<file path="config.mk">
export PLATFORM = sky130hd
export DESIGN_NAME = bus_name_validator
export DESIGN_NICKNAME = d
export VERILOG_FILES = /design/src/hdl/bnv_pkg.sv /design/src/hdl/bnv_classify.sv /design/src/hdl/bus_name_validator.sv
export VERILOG_INCLUDE_DIRS = /design/src /design/src/hdl
export SDC_FILE = /design/constraint.sdc
export NUM_CORES = 1
export LEC_CHECK = 0
export BUFFER_PORTS_ARGS = -buffer_cell sky130_fd_sc_hd__buf_2
export CELL_PAD_IN_SITES_DETAIL_PLACEMENT = 0
export CELL_PAD_IN_SITES_GLOBAL_PLACEMENT = 1
export CORE_ASPECT_RATIO = 1.2
export CORE_MARGIN = 4
export CORE_UTILIZATION = 35
export CTS_CLUSTER_SIZE = 16
export DETAILED_ROUTE_END_ITERATION = 7
export PLACE_DENSITY = 0.68
export SETUP_SLACK_MARGIN = 0.5
export SLEW_MARGIN = 10
export SYNTH_ARGS = -nofsm -noshare
export SYNTH_HDL_FRONTEND = slang
export SYNTH_SLANG_ARGS = --single-unit
export TNS_END_PERCENT = 20
</file>
<file path="constraint.sdc">
create_clock -name clk -period 6.15 [get_ports clk]
set_clock_uncertainty 0.1 [all_clocks]
set_input_delay 0.3075 -clock clk [delete_from_list [all_inputs] [get_ports clk]]
set_output_delay 0.3075 -clock clk [all_outputs]
set_load 0.01 [all_outputs]
</file>
<file path="src/hdl/bus_name_validator_assert.svh">
// ----------------------------------------------------------------------------
// bus_name_validator_assert.svh
// Assertion macros for the bus name validator RTL.
// ----------------------------------------------------------------------------
`ifndef BUS_NAME_VALIDATOR_ASSERT_SVH
`define BUS_NAME_VALIDATOR_ASSERT_SVH

`ifndef NO_ASSERTIONS

// same-cycle implication, sampled on clk, off during reset
`define BNV_ASSERT_NOW(label, ante, cons, msg) \
  label: assert property (@(posedge clk) disable iff (!rst_n) (ante) |-> (cons)) \
    else $error(msg);

// next-cycle implication
`define BNV_ASSERT_NEXT(label, ante, cons, msg) \
  label: assert property (@(posedge clk) disable iff (!rst_n) (ante) |=> (cons)) \
    else $error(msg);

`else

`define BNV_ASSERT_NOW(label, ante, cons, msg)
`define BNV_ASSERT_NEXT(label, ante, cons, msg)

`endif

`endif

</file>
<file path="src/hdl/bnv_pkg.sv">
// ----------------------------------------------------------------------------
// bnv_pkg
// Shared constants and types of the bus name validator.
// ----------------------------------------------------------------------------
package bnv_pkg;

  localparam int unsigned MAX_LEN_W   = 9;
  localparam int unsigned LEN_W       = 10;
  localparam int unsigned ERR_W       = 3;

  localparam logic [MAX_LEN_W-1:0] MAX_LEN_RESET = 9'd255;
  localparam logic [LEN_W-1:0]     LEN_SAT       = 10'd1023;

  localparam logic [7:0] CH_HYPHEN = 8'h2D;
  localparam logic [7:0] CH_UNDER  = 8'h5F;
  localparam logic [7:0] CH_0      = 8'h30;
  localparam logic [7:0] CH_9      = 8'h39;
  localparam logic [7:0] CH_UA     = 8'h41;
  localparam logic [7:0] CH_UZ     = 8'h5A;
  localparam logic [7:0] CH_LA     = 8'h61;
  localparam logic [7:0] CH_LZ     = 8'h7A;

  localparam logic [ERR_W-1:0] ERR_OK         = 3'd0;
  localparam logic [ERR_W-1:0] ERR_NO_SEP     = 3'd1;
  localparam logic [ERR_W-1:0] ERR_EMPTY_PART = 3'd2;
  localparam logic [ERR_W-1:0] ERR_LEAD_DIGIT = 3'd3;
  localparam logic [ERR_W-1:0] ERR_ILLEGAL    = 3'd4;
  localparam logic [ERR_W-1:0] ERR_TOO_LONG   = 3'd5;

  typedef struct packed {
    logic is_digit;
    logic is_legal;
  } char_class_t;

endpackage

</file>
<file path="src/hdl/bnv_classify.sv">
// ----------------------------------------------------------------------------
// bnv_classify
// Character class decode: digit and legal-in-part flags.
// ----------------------------------------------------------------------------
module bnv_classify (
  input  logic [7:0]          char_code,
  input  logic                hyphen_ok,
  output bnv_pkg::char_class_t cls
);

  logic digit;
  logic alpha;

  always_comb begin
    digit = char_code inside {[bnv_pkg::CH_0:bnv_pkg::CH_9]};
    alpha = (char_code inside {[bnv_pkg::CH_UA:bnv_pkg::CH_UZ]}) ||
            (char_code inside {[bnv_pkg::CH_LA:bnv_pkg::CH_LZ]});
    cls.is_digit = digit;
    cls.is_legal = digit || alpha || (char_code == bnv_pkg::CH_UNDER) ||
                   (hyphen_ok && (char_code == bnv_pkg::CH_HYPHEN));
  end

endmodule

</file>
<file path="src/hdl/bus_name_validator.sv">
// ----------------------------------------------------------------------------
// bus_name_validator
// Streaming message-bus name checker, one character word per cycle unless the output stalls.
// ----------------------------------------------------------------------------
//  channel | direction | words                          | handshake
//  in_     | input     | one character + mode flags     | in_valid / in_ready
//  out_    | output    | name_valid + error_code        | out_valid / out_ready
//  cfg_    | input     | max_name_length                | cfg_valid / cfg_ready
//
//  Throughput: one character word per cycle, unless a held result stalls the input register.
//  Result path: a name's last character is taken into the input register, then
//  its result is written to the result register and shown on out_.
//  Reset: synchronous on rst_n low; name state returns to start of name,
//  max_name_length to MAX_LEN_RST (255 by default).
//  A held result stalls the input register; the input side keeps accepting
//  while that register is empty or advancing.
// ----------------------------------------------------------------------------
`include "bus_name_validator_assert.svh"

module bus_name_validator #(
  parameter logic [bnv_pkg::MAX_LEN_W-1:0] MAX_LEN_RST = bnv_pkg::MAX_LEN_RESET
) (
  input  logic                          clk,
  input  logic                          rst_n,
  input  logic                          in_valid,
  output logic                          in_ready,
  input  logic [7:0]                    in_char_code,
  input  logic                          in_last_char,
  input  logic [7:0]                    in_separator_char,
  input  logic                          in_skip_first,
  input  logic                          in_digit_start_ok,
  input  logic                          in_hyphen_ok,
  output logic                          out_valid,
  input  logic                          out_ready,
  output logic                          out_name_valid,
  output logic [bnv_pkg::ERR_W-1:0]     out_error_code,
  input  logic                          cfg_valid,
  output logic                          cfg_ready,
  input  logic [bnv_pkg::MAX_LEN_W-1:0] cfg_max_name_length
);

  // input register
  logic       s1_valid_r;
  logic [7:0] s1_char_r;
  logic       s1_last_r;
  logic [7:0] s1_sep_r;
  logic       s1_skip_r;
  logic       s1_dig_r;
  logic       s1_hyp_r;

  // name state
  logic                          at_start_r;
  logic [7:0]                    sep_r;
  logic                          skip_r;
  logic                          dig_ok_r;
  logic                          hyp_ok_r;
  logic                          sep_seen_r;
  logic                          pnz_r;
  logic [bnv_pkg::ERR_W-1:0]     fpe_r;
  logic [bnv_pkg::LEN_W-1:0]     len_r;
  logic [bnv_pkg::MAX_LEN_W-1:0] max_len_r;

  // result register
  logic                      out_valid_r;
  logic                      out_ok_r;
  logic [bnv_pkg::ERR_W-1:0] out_err_r;

  logic                          s1_adv;
  logic [7:0]                    cur_sep;
  logic                          cur_skip;
  logic                          cur_dig_ok;
  logic                          cur_hyp_ok;
  logic                          sep_seen_nxt;
  logic                          pnz_nxt;
  logic [bnv_pkg::ERR_W-1:0]     fpe_nxt;
  logic [bnv_pkg::LEN_W-1:0]     len_base;
  logic [bnv_pkg::LEN_W-1:0]     len_nxt;
  logic                          is_sep;
  logic [bnv_pkg::ERR_W-1:0]     code_nxt;
  bnv_pkg::char_class_t          cls;

  assign s1_adv    = !out_valid_r || out_ready;
  assign in_ready  = !s1_valid_r || s1_adv;
  assign cfg_ready = 1'b1;

  assign out_valid      = out_valid_r;
  assign out_name_valid = out_ok_r;
  assign out_error_code = out_err_r;

  bnv_classify u_classify (
    .char_code (s1_char_r),
    .hyphen_ok (cur_hyp_ok),
    .cls       (cls)
  );

  always_comb begin
    cur_sep    = at_start_r ? s1_sep_r  : sep_r;
    cur_skip   = at_start_r ? s1_skip_r : skip_r;
    cur_dig_ok = at_start_r ? s1_dig_r  : dig_ok_r;
    cur_hyp_ok = at_start_r ? s1_hyp_r  : hyp_ok_r;

    len_base     = at_start_r ? '0 : len_r;
    sep_seen_nxt = at_start_r ? 1'b0 : sep_seen_r;
    pnz_nxt      = at_start_r ? 1'b0 : pnz_r;
    fpe_nxt      = at_start_r ? bnv_pkg::ERR_OK : fpe_r;

    len_nxt = (len_base == bnv_pkg::LEN_SAT) ? len_base : len_base + 1'b1;
    is_sep  = (s1_char_r == cur_sep);

    if (is_sep) begin
      sep_seen_nxt = 1'b1;
    end

    if (!(at_start_r && cur_skip)) begin
      if (is_sep) begin
        if (!pnz_nxt && fpe_nxt == bnv_pkg::ERR_OK) begin
          fpe_nxt = bnv_pkg::ERR_EMPTY_PART;
        end
        pnz_nxt = 1'b0;
      end else begin
        if (fpe_nxt == bnv_pkg::ERR_OK) begin
          if (!pnz_nxt && !cur_dig_ok && cls.is_digit) begin
            fpe_nxt = bnv_pkg::ERR_LEAD_DIGIT;
          end else if (!cls.is_legal) begin
            fpe_nxt = bnv_pkg::ERR_ILLEGAL;
          end
        end
        pnz_nxt = 1'b1;
      end
    end

    // trailing empty part
    if (!pnz_nxt && fpe_nxt == bnv_pkg::ERR_OK) begin
      code_nxt = bnv_pkg::ERR_EMPTY_PART;
    end else begin
      code_nxt = fpe_nxt;
    end
    if (!sep_seen_nxt) begin
      code_nxt = bnv_pkg::ERR_NO_SEP;
    end else if (code_nxt == bnv_pkg::ERR_OK &&
                 len_nxt > {1'b0, max_len_r}) begin
      code_nxt = bnv_pkg::ERR_TOO_LONG;
    end
  end

  always_ff @(posedge clk) begin
    if (!rst_n) begin
      s1_valid_r  <= 1'b0;
      at_start_r  <= 1'b1;
      sep_r       <= '0;
      skip_r      <= 1'b0;
      dig_ok_r    <= 1'b0;
      hyp_ok_r    <= 1'b0;
      sep_seen_r  <= 1'b0;
      pnz_r       <= 1'b0;
      fpe_r       <= bnv_pkg::ERR_OK;
      len_r       <= '0;
      max_len_r   <= MAX_LEN_RST;
      out_valid_r <= 1'b0;
    end else begin
      if (cfg_valid && cfg_ready) begin
        max_len_r <= cfg_max_name_length;
      end

      if (in_ready) begin
        s1_valid_r <= in_valid;
      end

      if (out_valid_r && out_ready) begin
        out_valid_r <= 1'b0;
      end

      if (s1_valid_r && s1_adv) begin
        at_start_r <= s1_last_r;
        sep_r      <= cur_sep;
        skip_r     <= cur_skip;
        dig_ok_r   <= cur_dig_ok;
        hyp_ok_r   <= cur_hyp_ok;
        sep_seen_r <= sep_seen_nxt;
        pnz_r      <= pnz_nxt;
        fpe_r      <= fpe_nxt;
        len_r      <= len_nxt;
        if (s1_last_r) begin
          out_valid_r <= 1'b1;
        end
      end
    end
  end

  always_ff @(posedge clk) begin
    if (in_valid && in_ready) begin
      s1_char_r <= in_char_code;
      s1_last_r <= in_last_char;
      s1_sep_r  <= in_separator_char;
      s1_skip_r <= in_skip_first;
      s1_dig_r  <= in_digit_start_ok;
      s1_hyp_r  <= in_hyphen_ok;
    end
    if (s1_valid_r && s1_adv && s1_last_r) begin
      out_ok_r  <= (code_nxt == bnv_pkg::ERR_OK);
      out_err_r <= code_nxt;
    end
  end

  `BNV_ASSERT_NOW(a_ok_matches_code, out_valid_r, out_ok_r == (out_err_r == bnv_pkg::ERR_OK), "name_valid disagrees with error_code")
  `BNV_ASSERT_NOW(a_code_range, out_valid_r, out_err_r <= bnv_pkg::ERR_TOO_LONG, "error_code out of range")
  `BNV_ASSERT_NOW(a_stall_source, !in_ready, s1_valid_r && out_valid_r, "input stalled without a held word")
  `BNV_ASSERT_NEXT(a_last_restarts, s1_valid_r && s1_adv && s1_last_r, at_start_r && out_valid_r, "last character did not close the name")
  `BNV_ASSERT_NEXT(a_s1_holds, s1_valid_r && !s1_adv, s1_valid_r && $stable(s1_char_r), "input register lost a stalled word")

endmodule
</file>
After elaboration in Yosys (flattened, before gate mapping)
Cells that the tools add are included.
Word-level totals
  bits of input ports: 34
  logic and storage cells: 85
  register bits after elaboration: 62
Operators by class
  equality and inequality tests: 4
  reductions and logical operators: 29
  multiplexer cells: 24
  order comparisons: 7
  $add $sub $neg: 1
Operators by type and width (number)
  3-bit 2-to-1 mux: 10
  10-bit 2-to-1 mux: 2
  8-bit by 7-bit greater-or-equal comparator with 1-bit output (second input constant): 2
  8-bit by 7-bit <= comparator with 1-bit output (second input constant): 2
  1-bit logical AND: 14
  3-bit zero test: 4
  1-bit 2-to-1 mux: 11
  10-bit by 1-bit adder with 10-bit output (second input constant): 1
  10-bit == test (second input constant): 1
  10-bit by 9-bit > comparator with 1-bit output: 1
  8-bit by 6-bit == test with 1-bit output (second input constant): 1
  8-bit by 7-bit == test with 1-bit output (second input constant): 1
  8-bit == test: 1
  8-bit by 6-bit greater-or-equal comparator with 1-bit output (second input constant): 1
  8-bit by 6-bit <= comparator with 1-bit output (second input constant): 1
  8-bit 2-to-1 mux: 1
  1-bit logical OR: 6
  1-bit zero test: 5

Longest topological paths before layout
Gate-level depths: netlist of the first run.
  depth after elaboration: 19
  mapped depth: 17

Cells and area by module
Synthesis of the first run repeated with hierarchy kept, for this count alone.
Unflattened totals
  cell total of the unflattened synthesis: 311
  area total of the unflattened synthesis: 3095.5 µm²
Modules (own cells, without submodules)
  bus_name_validator: sequential area each 1461.4 µm², times used 1, area each 2992.9 µm², cells each 296
  bnv_classify: sequential area each 0.0 µm², times used 1, area each 102.6 µm², cells each 15

Least setup slack after synthesis of the first run
Ideal clock, no wire load.
  path kind: register to register
  start: register at_start_r
  end: register out_err_r, in the netlist out_error_code[0], data pin
  path slack: 2367 ps
  buffers on the path: 4
  data required time: 5771 ps
  arrival: 3404 ps
  setup time: 279 ps
  cell stages (with the launch flop): 17
  period minus slack after synthesis: 3783 ps
  path through: dfxtp_1 buf_6 buf_6 clkbuf_1 nor2b_1 ha_1 nand3_1 or3b_2 clkbuf_1 a31oi_1 o21a_1 ha_1 a211oi_1 o31a_1 o221ai_1 a21oi_1 o311ai_0
Between the ends
  elaborated cells between the ends (all ways): 39
  classes of those cells: add/sub: 1; order compare: 1; eq/ne: 2; mux: 21; reduce/logical: 14
RTL lines
  start, declared: line bus_name_validator.sv:52  | logic at_start_r;
  start signal, assigned: line bus_name_validator.sv:174  | at_start_r <= s1_last_r;
  10-bit 2-to-1 mux (*): line bus_name_validator.sv:102  | len_base = at_start_r ? '0 : len_r;
  10-bit by 1-bit adder with 10-bit output or 10-bit == test (tied branches): line bus_name_validator.sv:107  | len_nxt = (len_base == bnv_pkg::LEN_SAT) ? len_base : len_base + 1'b1;
  10-bit 2-to-1 mux (*): line bus_name_validator.sv:107
  net len_nxt (one bit): line bus_name_validator.sv:77  | logic [bnv_pkg::LEN_W-1:0] len_nxt;
  10-bit by 9-bit > comparator with 1-bit output (*): line bus_name_validator.sv:141  | len_nxt > {1'b0, max_len_r}) begin
  1-bit logical AND (*): line bus_name_validator.sv:140  | end else if (code_nxt == bnv_pkg::ERR_OK &&
  3-bit 2-to-1 mux (*): line bus_name_validator.sv:140
  3-bit 2-to-1 mux (*): line bus_name_validator.sv:138  | if (!sep_seen_nxt) begin
  net code_nxt (one bit): line bus_name_validator.sv:79  | logic [bnv_pkg::ERR_W-1:0] code_nxt;
  end signal, assigned: line bus_name_validator.sv:201  | out_err_r <= code_nxt;
  end, declared: line bus_name_validator.sv:66  | logic [bnv_pkg::ERR_W-1:0] out_err_r;
Mark *: on every way through the listed nets, which the timed path passes. The rest lies on a longest branch.
A chain may end at the register's enable or synchronous reset.

Final worst setup path of the first run
Same ends and word-level chain as after synthesis.

==> flow_summary.ini, run 1 <==
[pwr]
power.leakage_nw = 1.47
power_density_mw_per_mm2 = 264
ir_drop_mv = 0.165

[clock_tree]
cts-root-buf = clkbuf_8
cts_tree = built
clock-sinks = 61
clk_pin_slew_ns = 0.07
cts_hold_buf = 0
cts_made_buffers = 9
cts_setup_buffers = 0
htree_levels = 3
clockBufferDepth = 2
cts_resized = 0
worstSkewPairLatency_ns = 0.34

[min_path]
hold_path.startpoint = in_char_code[4]
hold_depth = 1
hp-class = input pin to flip-flop
whs_endpoint = s1_char_r[4]

[sta]
min_period_over_period_pct = 66.9
fmax_ghz = 0.243
maxSlewHeadroom_pct = 44.5
setup_viol = 0
slew_viol_final = 0
finalSetupTns_ns = 0
hold_slack_ns = 0.0422
period_needed_ns = 4.12
finalHoldViolCount = 0
worstMarginPinSlew_ns = 0.832
layout_setup_ws_ns = 2.03
rsz0062_at_grt = no

[detailed_routing]
vias_per_cell = 4.98
postRouteAntennaNets = 0
wl_um = 6860
dr.first_iter.drc_count = 108
via_count = 2330
wl_met2_um = 3500
dr_wl_met3_um = 219
remaining_drc_errors = 0
firstDrtPassIters = 4
met1_length_um = 3070
wire_per_inst_um = 14.7
top_layer = met4

[floorplan]
rows = 37
ios = 41
die-area_mm2 = 0.0103
die_h_um = 110
coreArea_mm2 = 0.00852
start_util_pct = 35.7
die_x_um = 93.1

[setup_path]
reg2reg_depth = 14
path_class = flip-flop to flip-flop
arrival_ns = 4.15
r2r_end = out_error_code[0]
path_max_fanout = 18
worstSetupStartpointType = flip-flop
timing.rr.start = at_start_r
rrSetupSlack_ns = 2.03
cp-end-kind = flip-flop
worst_ep_required_time_ns = 6.18

[finish]
multi_input_area_mm2 = 0.00145
drive_gt1_share_pct = 19.1
seq_area_mm2 = 0.00146
syn2layout_area_growth_pct = 16.2
diodes = 0
nFillCells = 902
final_nets = 390

[global_route]
grt_max_degree = 27
grt_pass1_vias = 2258
track_usage_pct = 14.3
antenna_found_initial = 0
grt_pass1_wl_um = 11300
grt-ovfl-total = 0

[yosys]
synth_enable_flop_cells = 24
ys_seq_area_share_pct = 48.0
syn_area_per_cell_um2 = 9.81
ys_seq_elements = 61
synth_ff_type = dfxtp_1
syn_inst = 310
ys_warn_count = 0
async_reset_ff_share_pct = 0
synthesis.area_mm2 = 0.00304
synth_nets = 354
synthDistinctLibCells = 59

[placement]
dp_hpwl_um = 4940
dp_slack_ns = 2.04
gp_congestion = 0.783
numPortBuffers = 39

[outcome]
status = finished, final reports clean

[flow_run]
drv_cap = 0
-- metrics by stage --
step | area (um^2) | total power [mW] | util [%] | cells
CTS | 3540 | 0.944 | 41.5 | 468
finish | 3540 | 0.932 | 41.5 | 468
detailed placement | 3320 | 0.545 | 39.0 | 452
floorplan | 3040 | 0.517 | - | 310
global route | 3540 | 0.972 | 41.5 | 468
global placement | 3320 | 0.543 | 39.0 | 452
-- cells in the final DEF (no fill, tap or decap), types with 2 or more instances in the layout --
cell	n
a211oi_1	3
a21oi_1	21
a311oi_1	2
a31oi_1	4
and2_1	3
and3_1	3
buf_2	39
buf_4	2
bufinv_16	2
clkbuf_8	10
clkinv_2	3
dfxtp_1	37
edfxtp_1	24
ha_1	10
inv_1	13
mux2_2	2
mux2i_1	18
nand2_1	37
nand2b_1	2
nand3_1	8
nand4_1	2
nor2_1	28
nor2b_1	5
nor3_1	7
nor4_2	2
nor4b_1	2
nor4bb_1	2
o211ai_1	9
o21a_1	2
o21ai_0	7
xnor2_1	12
-- layer usage --
layer	GRT usage, %	vias up
met5	0	-
met4	5.34	0
met3	2.78	6
met2	25.1	39
met1	17.4	1091
li1	-	1194
-- cells by family after synthesis --
| group | synth area share [%] |
|---|---|
| other cells | 0.123 |
| xor+xnor | 3.46 |
| buf+inv | 4.32 |
| fa+ha+maj | 4.11 |
| simple gates | 18.2 |
| mux | 7.61 |
| compound gates | 14.1 |
| flops | 48.0 |
-- worst max path at each step --
stage | from | end | slack [ns] | cells past startpoint
after global placement | at_start_r | out_error_code[0] | 2.19 | 14
after floorplan | at_start_r | out_error_code[0] | 2.37 | 16
after detailed placement | at_start_r | out_error_code[0] | 2.04 | 14
final | at_start_r | out_error_code[0] | 2.03 | 14
after CTS | at_start_r | out_name_valid | 2.02 | 14
after global routing | at_start_r | out_name_valid | 1.58 | 14
-- sequential cells by signal, indices dropped and copies added, names as in the netlist, 3 cells and up --
signal,flops
s1_sep_r,8
max_len_r,9
s1_char_r,8
len_r,10
sep_r,8
fpe_r,3
out_error_code,3
-- critical path, stage by stage, from the launching register on --
cell	delay, ns
dfxtp_1	0.79
nor2b_1	0.20
ha_1	0.29
nand3_1	0.16
or3b_2	0.29
nor4bb_1	0.47
and3_1	0.26
xnor2_1	0.08
ha_1	0.29
nand2_1	0.07
nor2_1	0.09
nand3_1	0.11
o221ai_1	0.22
a21oi_1	0.14
o311ai_0	0.35
-- Yosys cell counts, drive strengths merged, types with 8 or more instances --
library cell   n  share of area, %
clkbuf        12               1.5
xnor2         12               3.5
dfxtp         37                24
nand2         38               4.8
ha            10               4.1
nand3          8               1.3
mux2i         19               6.4
a21oi         21               3.5
o211ai         9               2.2
inv           13               1.6
edfxtp        24                24
nor2          28               3.5
-- layout make-up --
cell class                      count  share of cell area, %
Clock inverter                      5                   2.12
Sequential cell                    61                   41.3
Inverter                           14                   1.49
Timing Repair Buffer               41                   5.94
Tap cell                          117                   4.14
Clock buffer                       11                   4.00
Multi-Input combinational cell    219                   41.0
-- where the power goes --
group / switching, mW / internal [mW]
clock: 0.160 / 0.237
sequential: 0.0138 / 0.439
combinational: 0.0463 / 0.0353
total: 0.220 / 0.712
Power figures use the tool's default switching activity.
==> run 2: changes to the inputs <==
Clock period 6.15 ns to 4 ns, I/O delays scaled along.
==> run 2 against run 1 <==
  * Hold slack better by 0.023 ns
  * Design area is 11% higher
  * Sequential share of layout area is 3.9 points lower
  * Fmax is 24% higher
  * Global-route usage is 1.0 points higher
  * Critical path depth is 1 lower
  * Flip-flop and latch count stayed put
  * Die area stayed put
  * Clock-buffer cell count is 3 higher
  * Core utilization is 4.4 points higher
==> flow_summary.ini, run 2 (synthesis results as in run 1) <==
[global_route]
antenna_found_initial = 0
grt-ovfl-total = 0
grt_pass1_vias = 2517
grt_pass1_wl_um = 12100
grt_max_degree = 31
track_usage_pct = 15.3

[setup_path]
path_max_fanout = 7
arrival_ns = 3.29
worst_ep_required_time_ns = 3.97
slowest_stage = or3b_4
cp-end-kind = flip-flop
crit_chain = nor2b_4 -> ha_2 -> nand3_2 -> or3b_4 -> buf_4 -> a31oi_4 -> o21a_1 -> ha_1 -> a211oi_1 -> o31a_1 -> o221ai_2 -> a21oi_4 -> o311ai_2
slowest_delay_ns = 0.40
worstSetupStartpointType = flip-flop
path_class = flip-flop to flip-flop

[pwr]
power.leakage_nw = 1.61
ir_drop_mv = 0.211
power_density_mw_per_mm2 = 344

[clock_tree]
cts_tree = built
clockBufferDepth = 2
clock-sinks = 61
htree_levels = 3
cts-root-buf = clkbuf_8
clk_pin_slew_ns = 0.07
cts_made_buffers = 9
worstSkewPairLatency_ns = 0.34

[sta]
maxSlewHeadroom_pct = 43.0
min_period_over_period_pct = 83.2
layout_setup_ws_ns = 0.674
slew_viol_final = 0
finalSetupTns_ns = 0
fmax_ghz = 0.301
rsz0062_at_grt = no
period_needed_ns = 3.33
setup_viol = 0
worstMarginPinSlew_ns = 0.850
finalHoldViolCount = 0

[finish]
syn2layout_area_growth_pct = 28.6
seq_area_mm2 = 0.00146
final_nets = 426
biggestRegsByFlops = len_r: 10 flops, max_len_r: 9 flops
nFillCells = 848
drive_gt1_share_pct = 21.4
mostFrequentLayoutCells = buf_2, nand2_1, dfxtp_1, dlygate4sd3_1, nor2_1
largest_reg_flops = 10
final_common_cell = buf_2
final_util_pct = 45.9
multi_input_area_mm2 = 0.00152
top_register = len_r
diodes = 0

[min_path]
hp-class = input pin to flip-flop

[placement]
dp_slack_ns = 0.435
dp_hpwl_um = 4880
numPortBuffers = 39
gp_congestion = 0.800

[detailed_routing]
via_count = 2470
vias_per_cell = 4.90
remaining_drc_errors = 0
wire_per_inst_um = 14.4
wl_um = 7240
dr.first_iter.drc_count = 176
postRouteAntennaNets = 0
firstDrtPassIters = 4

[floorplan]
die_x_um = 93.1
start_util_pct = 35.7
rows = 37
coreArea_mm2 = 0.00852
die-area_mm2 = 0.0103
ios = 41
die_h_um = 110

[outcome]
status = finished, final reports clean

[flow_run]
drv_cap = 0
run 2: changes by cell type in the layout (fill, tap and decap cells not counted), moves of 2 or more:
cell and delta:
dfxtp_2 +2, clkbuf_1 +2, buf_4 +6, nor2b_1 -2, dfxtp_1 -2, bufinv_16 -2
dlygate4sd3_1 +30
run 2: layer usage:
| metal | up-vias | track usage, % | routed length (um) |
|---|---|---|---|
| li1 | 1265 | - | - |
| met1 | 1146 | 17.1 | 3090 |
| met2 | 44 | 28.1 | 3760 |
| met3 | 15 | 3.33 | 231 |
| met4 | 0 | 6.49 | 157 |
| met5 | - | 0 | 0 |
run 2: power breakdown:
part	leakage (nW)	switching (mW)	internal (mW)
clock	0.0905	0.240	0.258
combinational	0.983	0.0799	0.0743
sequential	0.538	0.0185	0.675
run 2: path summary, 6_finish.rpt:
| path | from | to | slack [ns] | cells after the start |
|---|---|---|---|---|
| worst min register to register | len_r[1] | len_r[1] | 0.38 | 2 |
| worst max-delay path | at_start_r | out_error_code[0] | 0.67 | 13 |
| worst min-delay path | rst_n | max_len_r[0] | 0.07 | 2 |
| worst max register to register | at_start_r | out_error_code[0] | 0.67 | 13 |
run 2: worst max-delay path, delay by kind of cell, from the launching register on:
family / cells / cell delay (ns)
compound gates: 7 / 1.26
simple gates: 3 / 0.68
buf+inv: 1 / 0.18
fa+ha+maj: 2 / 0.47
flops: 1 / 0.36
run 2: final cells by class:
class                           instances  area share (%)
Timing Repair Buffer                   77            14.2
Tap cell                              117            3.74
Inverter                               14            1.34
Clock buffer                           14            4.16
Sequential cell                        61            37.4
Multi-Input combinational cell        219            38.9
Clock inverter                          2           0.256
run 2: timing repair:
item	CTS	global route
hold endpoints to repair	30	0
cloned	0	0
pin swaps	1	2
hold buffers	30	0
buffers inserted	4	2
setup endpoints to repair	3	3
gates resized for setup	1	10
run 2: per-stage QoR:
step | std cells | instance area, um^2 | hold WS, ns | total power, mW
floorplan | 310 | 3080 | 0.199 | 0.798
global placement | 452 | 3350 | 0.276 | 0.837
detailed placement | 452 | 3350 | 0.278 | 0.839
CTS | 502 | 3850 | 0.0596 | 1.36
global route | 504 | 3910 | 0.0806 | 1.42
finish | 504 | 3910 | 0.0652 | 1.35
==> run 3: changes to the inputs <==
Settings changed: ABC_AREA from default to 1, PLACE_DENSITY 0.68 to 0.74.
Clock period 4 ns to 2.9 ns, I/O delays scaled along.
==> run 3 against run 2 <==
  * Sequential power grew 41%
  * Hold slack gained 0.0066 ns
  * Area after synthesis grew 11%
  * Flip-flop and latch count is the same
  * Sequential share of layout area shrank 5.2 points
  * Global-route usage grew 0.27 points
  * Cell count grew 34%
  * Die area grew 10%
  * Non-clock buffer count grew 11
  * Critical path type unchanged
==> flow_summary.ini, run 3 <==
[outcome]
status = finished, final reports clean

[yosys]
synthSimpleGateAreaFrac_pct = 29.5
synth_common_cells = nand2_1, inv_1, nor2_1
synth_enable_flop_cells = 24
synth_top_cell_by_area = dfxtp_1
ys_warn_count = 0
yosys-top-cells-area = dfxtp_1, edfxtp_1, nand2_1
synth_nets = 509
synth-compound-area-share_pct = 11.3
synth-adder-area-share_pct = 3.70
synth_top_family_by_area = simple AND/OR/NAND/NOR gates
ys_seq_elements = 61
synth-xor-area-share_pct = 2.07
ys_seq_area_share_pct = 43.2
synthesis.area_mm2 = 0.00338
synth_ff_type = dfxtp_1
synth_top_area_share_pct = 21.9
yosysMostFrequentCell = nand2_1
syn_inst = 465
async_reset_ff_share_pct = 0
synthDistinctLibCells = 30
syn_area_per_cell_um2 = 7.27
synth_mux_area_share_pct = 0

[pwr]
internal_power_mw = 1.81
p_seq_share_pct = 41.1
clockPowerShare_pct = 46.1
power.leakage_nw = 2.25
p_switching_mw = 0.581
p_comb_share_pct = 12.9
ir_drop_mv = 0.269
power_density_mw_per_mm2 = 526
switching_share_pct = 24.3
p_total_mw = 2.39

[placement]
dp_hpwl_um = 5660
numPortBuffers = 39
dp_slack_ns = -0.0645
gp_congestion = 0.897

[clock_tree]
cts_tree = built
clockBufferDepth = 2
cts_made_buffers = 9
clk_pin_slew_ns = 0.05
clock-sinks = 61
htree_levels = 3
cts-root-buf = clkbuf_16
worstSkewPairLatency_ns = 0.33

[sta]
fmax_ghz = 0.350
min_period_over_period_pct = 98.5
rsz0062_at_grt = yes
setup_viol = 0
maxSlewHeadroom_pct = 43.5
slew_viol_final = 0
finalHoldViolCount = 0
worstMarginPinSlew_ns = 0.847
layout_setup_ws_ns = 0.0443
period_needed_ns = 2.86

[finish]
final_util_pct = 48.0
final_common_cell = nand2_1
drive_gt1_share_pct = 20.4
top_register = len_r
diodes = 0
syn2layout_area_growth_pct = 34.5
nFillCells = 947
biggestRegsByFlops = len_r: 10 flops, max_len_r: 9 flops
largest_reg_flops = 10
mostFrequentLayoutCells = nand2_1, inv_1, nor2_1, o21ai_0, buf_2
final_nets = 593

[detailed_routing]
firstDrtPassIters = 4
wl_um = 8410
met1_length_um = 3790
top_layer = met4
postRouteAntennaNets = 0
dr.first_iter.drc_count = 111
wire_per_inst_um = 12.4
vias_per_cell = 4.58
wl_met2_um = 4170
remaining_drc_errors = 0
via_count = 3101
dr_wl_met3_um = 282

[global_route]
grt_max_degree = 32
grt_pass1_vias = 3032
antenna_found_initial = 0
track_usage_pct = 15.6
grt-ovfl-total = 0
grt_pass1_wl_um = 13900

[floorplan]
start_util_pct = 35.7
rows = 39
die_x_um = 97.7
die-area_mm2 = 0.0113
die_h_um = 116
ios = 41
coreArea_mm2 = 0.00947

[min_path]
hp-class = input pin to flip-flop
hold_depth = 2

[setup_path]
arrival_ns = 2.84
reg2reg_depth = 24
path_class = flip-flop to flip-flop
cp-end-kind = flip-flop
path_max_fanout = 5
worstSetupStartpointType = flip-flop
worst_ep_required_time_ns = 2.89

[flow_run]
drv_cap = 0
==> run 3: cell count changes in the layout (fill, tap and decap cells not counted), sizes merged, moves of 4 or more <==
cell / change
and2: -4
inv: +51
xnor2: -12
o21ai: +34
nand3: +20
mux2i: -19
o211ai: -8
buf: +10
xor2: +8
nor2b: -5
a21oi: +7
nor2: +24
nand2: +106
==> run 3: worst paths after layout <==
kind,endpoint,slack [ns],startpoint
max,out_name_valid,0.04,at_start_r
min,max_len_r[5],0.07,cfg_valid
max reg2reg,out_name_valid,0.04,at_start_r
min reg2reg,dig_ok_r,0.34,dig_ok_r
==> run 3: timing repair <==
| item | in CTS | in global routing |
|---|---|---|
| buffers inserted | 4 | 3 |
| resized for setup | 5 | 20 |
| hold buffers | 30 | 0 |
| cloned | 0 | 1 |
| pin swaps | 8 | 9 |
| setup endpoints to repair | 3 | 4 |
| hold endpoints to repair | 30 | 0 |
==> run 3: final cells by class <==
cell class / instances / area, um^2 / share of cell area, %
sequential: 61 / 1470 / 32.2
clock buffer: 12 / 267 / 5.86
inverter: 64 / 248 / 5.45
clock inverter: 4 / 45.0 / 0.991
tap: 123 / 154 / 3.39
multi-input combinational: 325 / 1690 / 37.3
timing repair buffer: 88 / 672 / 14.8
==> run 3: kinds of logic after synthesis <==
group | count (synthesis)
xor+xnor | 8
compound gates | 74
fa+ha+maj | 10
other cells | 1
simple gates | 232
flops | 61
buf+inv | 79
==> run 3: critical path, cell delays in order (launching register included) <==
cell and delay [ns]:
dfxtp_4 0.37, inv_8 0.07, nand2_4 0.04, inv_2 0.06
ha_4 0.13, nand2_2 0.04, nand3b_1 0.19, nor2_2 0.20
nand3_4 0.14, o21ai_4 0.18, inv_2 0.06, ha_4 0.26
nand2_2 0.04, nand2_1 0.04, nand2_1 0.06, nand3_2 0.06
nand2_1 0.05, nand2_1 0.05, nand2_1 0.05, nand2_1 0.05
nand2_1 0.05, nand2_2 0.06, nand2_2 0.05, o21ai_2 0.13
nor2_1 0.05
==> run 3: stage by stage <==
step,setup TNS [ns],hold slack [ns],instance area (um^2),std cells
after floorplan,0,0.144,3400,465
after global placement,0,0.221,3740,623
after detailed placement,-0.139,0.223,3740,623
after CTS,0,0.0693,4410,673
after global routing,-0.432,0.0999,4540,677
final,0,0.0718,4540,677
==> run 3: metal layers <==
| layer | global-route usage [%] | vias to the layer above |
|---|---|---|
| met1 | 18.0 | 1403 |
| met3 | 3.37 | 12 |
| met5 | 0 | - |
| met2 | 27.5 | 35 |
| li1 | - | 1651 |
| met4 | 7.48 | 0 |
==> run 3: power groups by stage <==
stage	Sequential [mW]	Clock [mW]	Combinational (mW)
2_1_floorplan	0.986	0	0.190
3_3_place_gp	0.995	0	0.253
3_5_place_dp	0.996	0	0.258
4_1_cts	0.979	1.13	0.296
5_1_grt	0.987	1.17	0.351
6_report	0.982	1.10	0.307
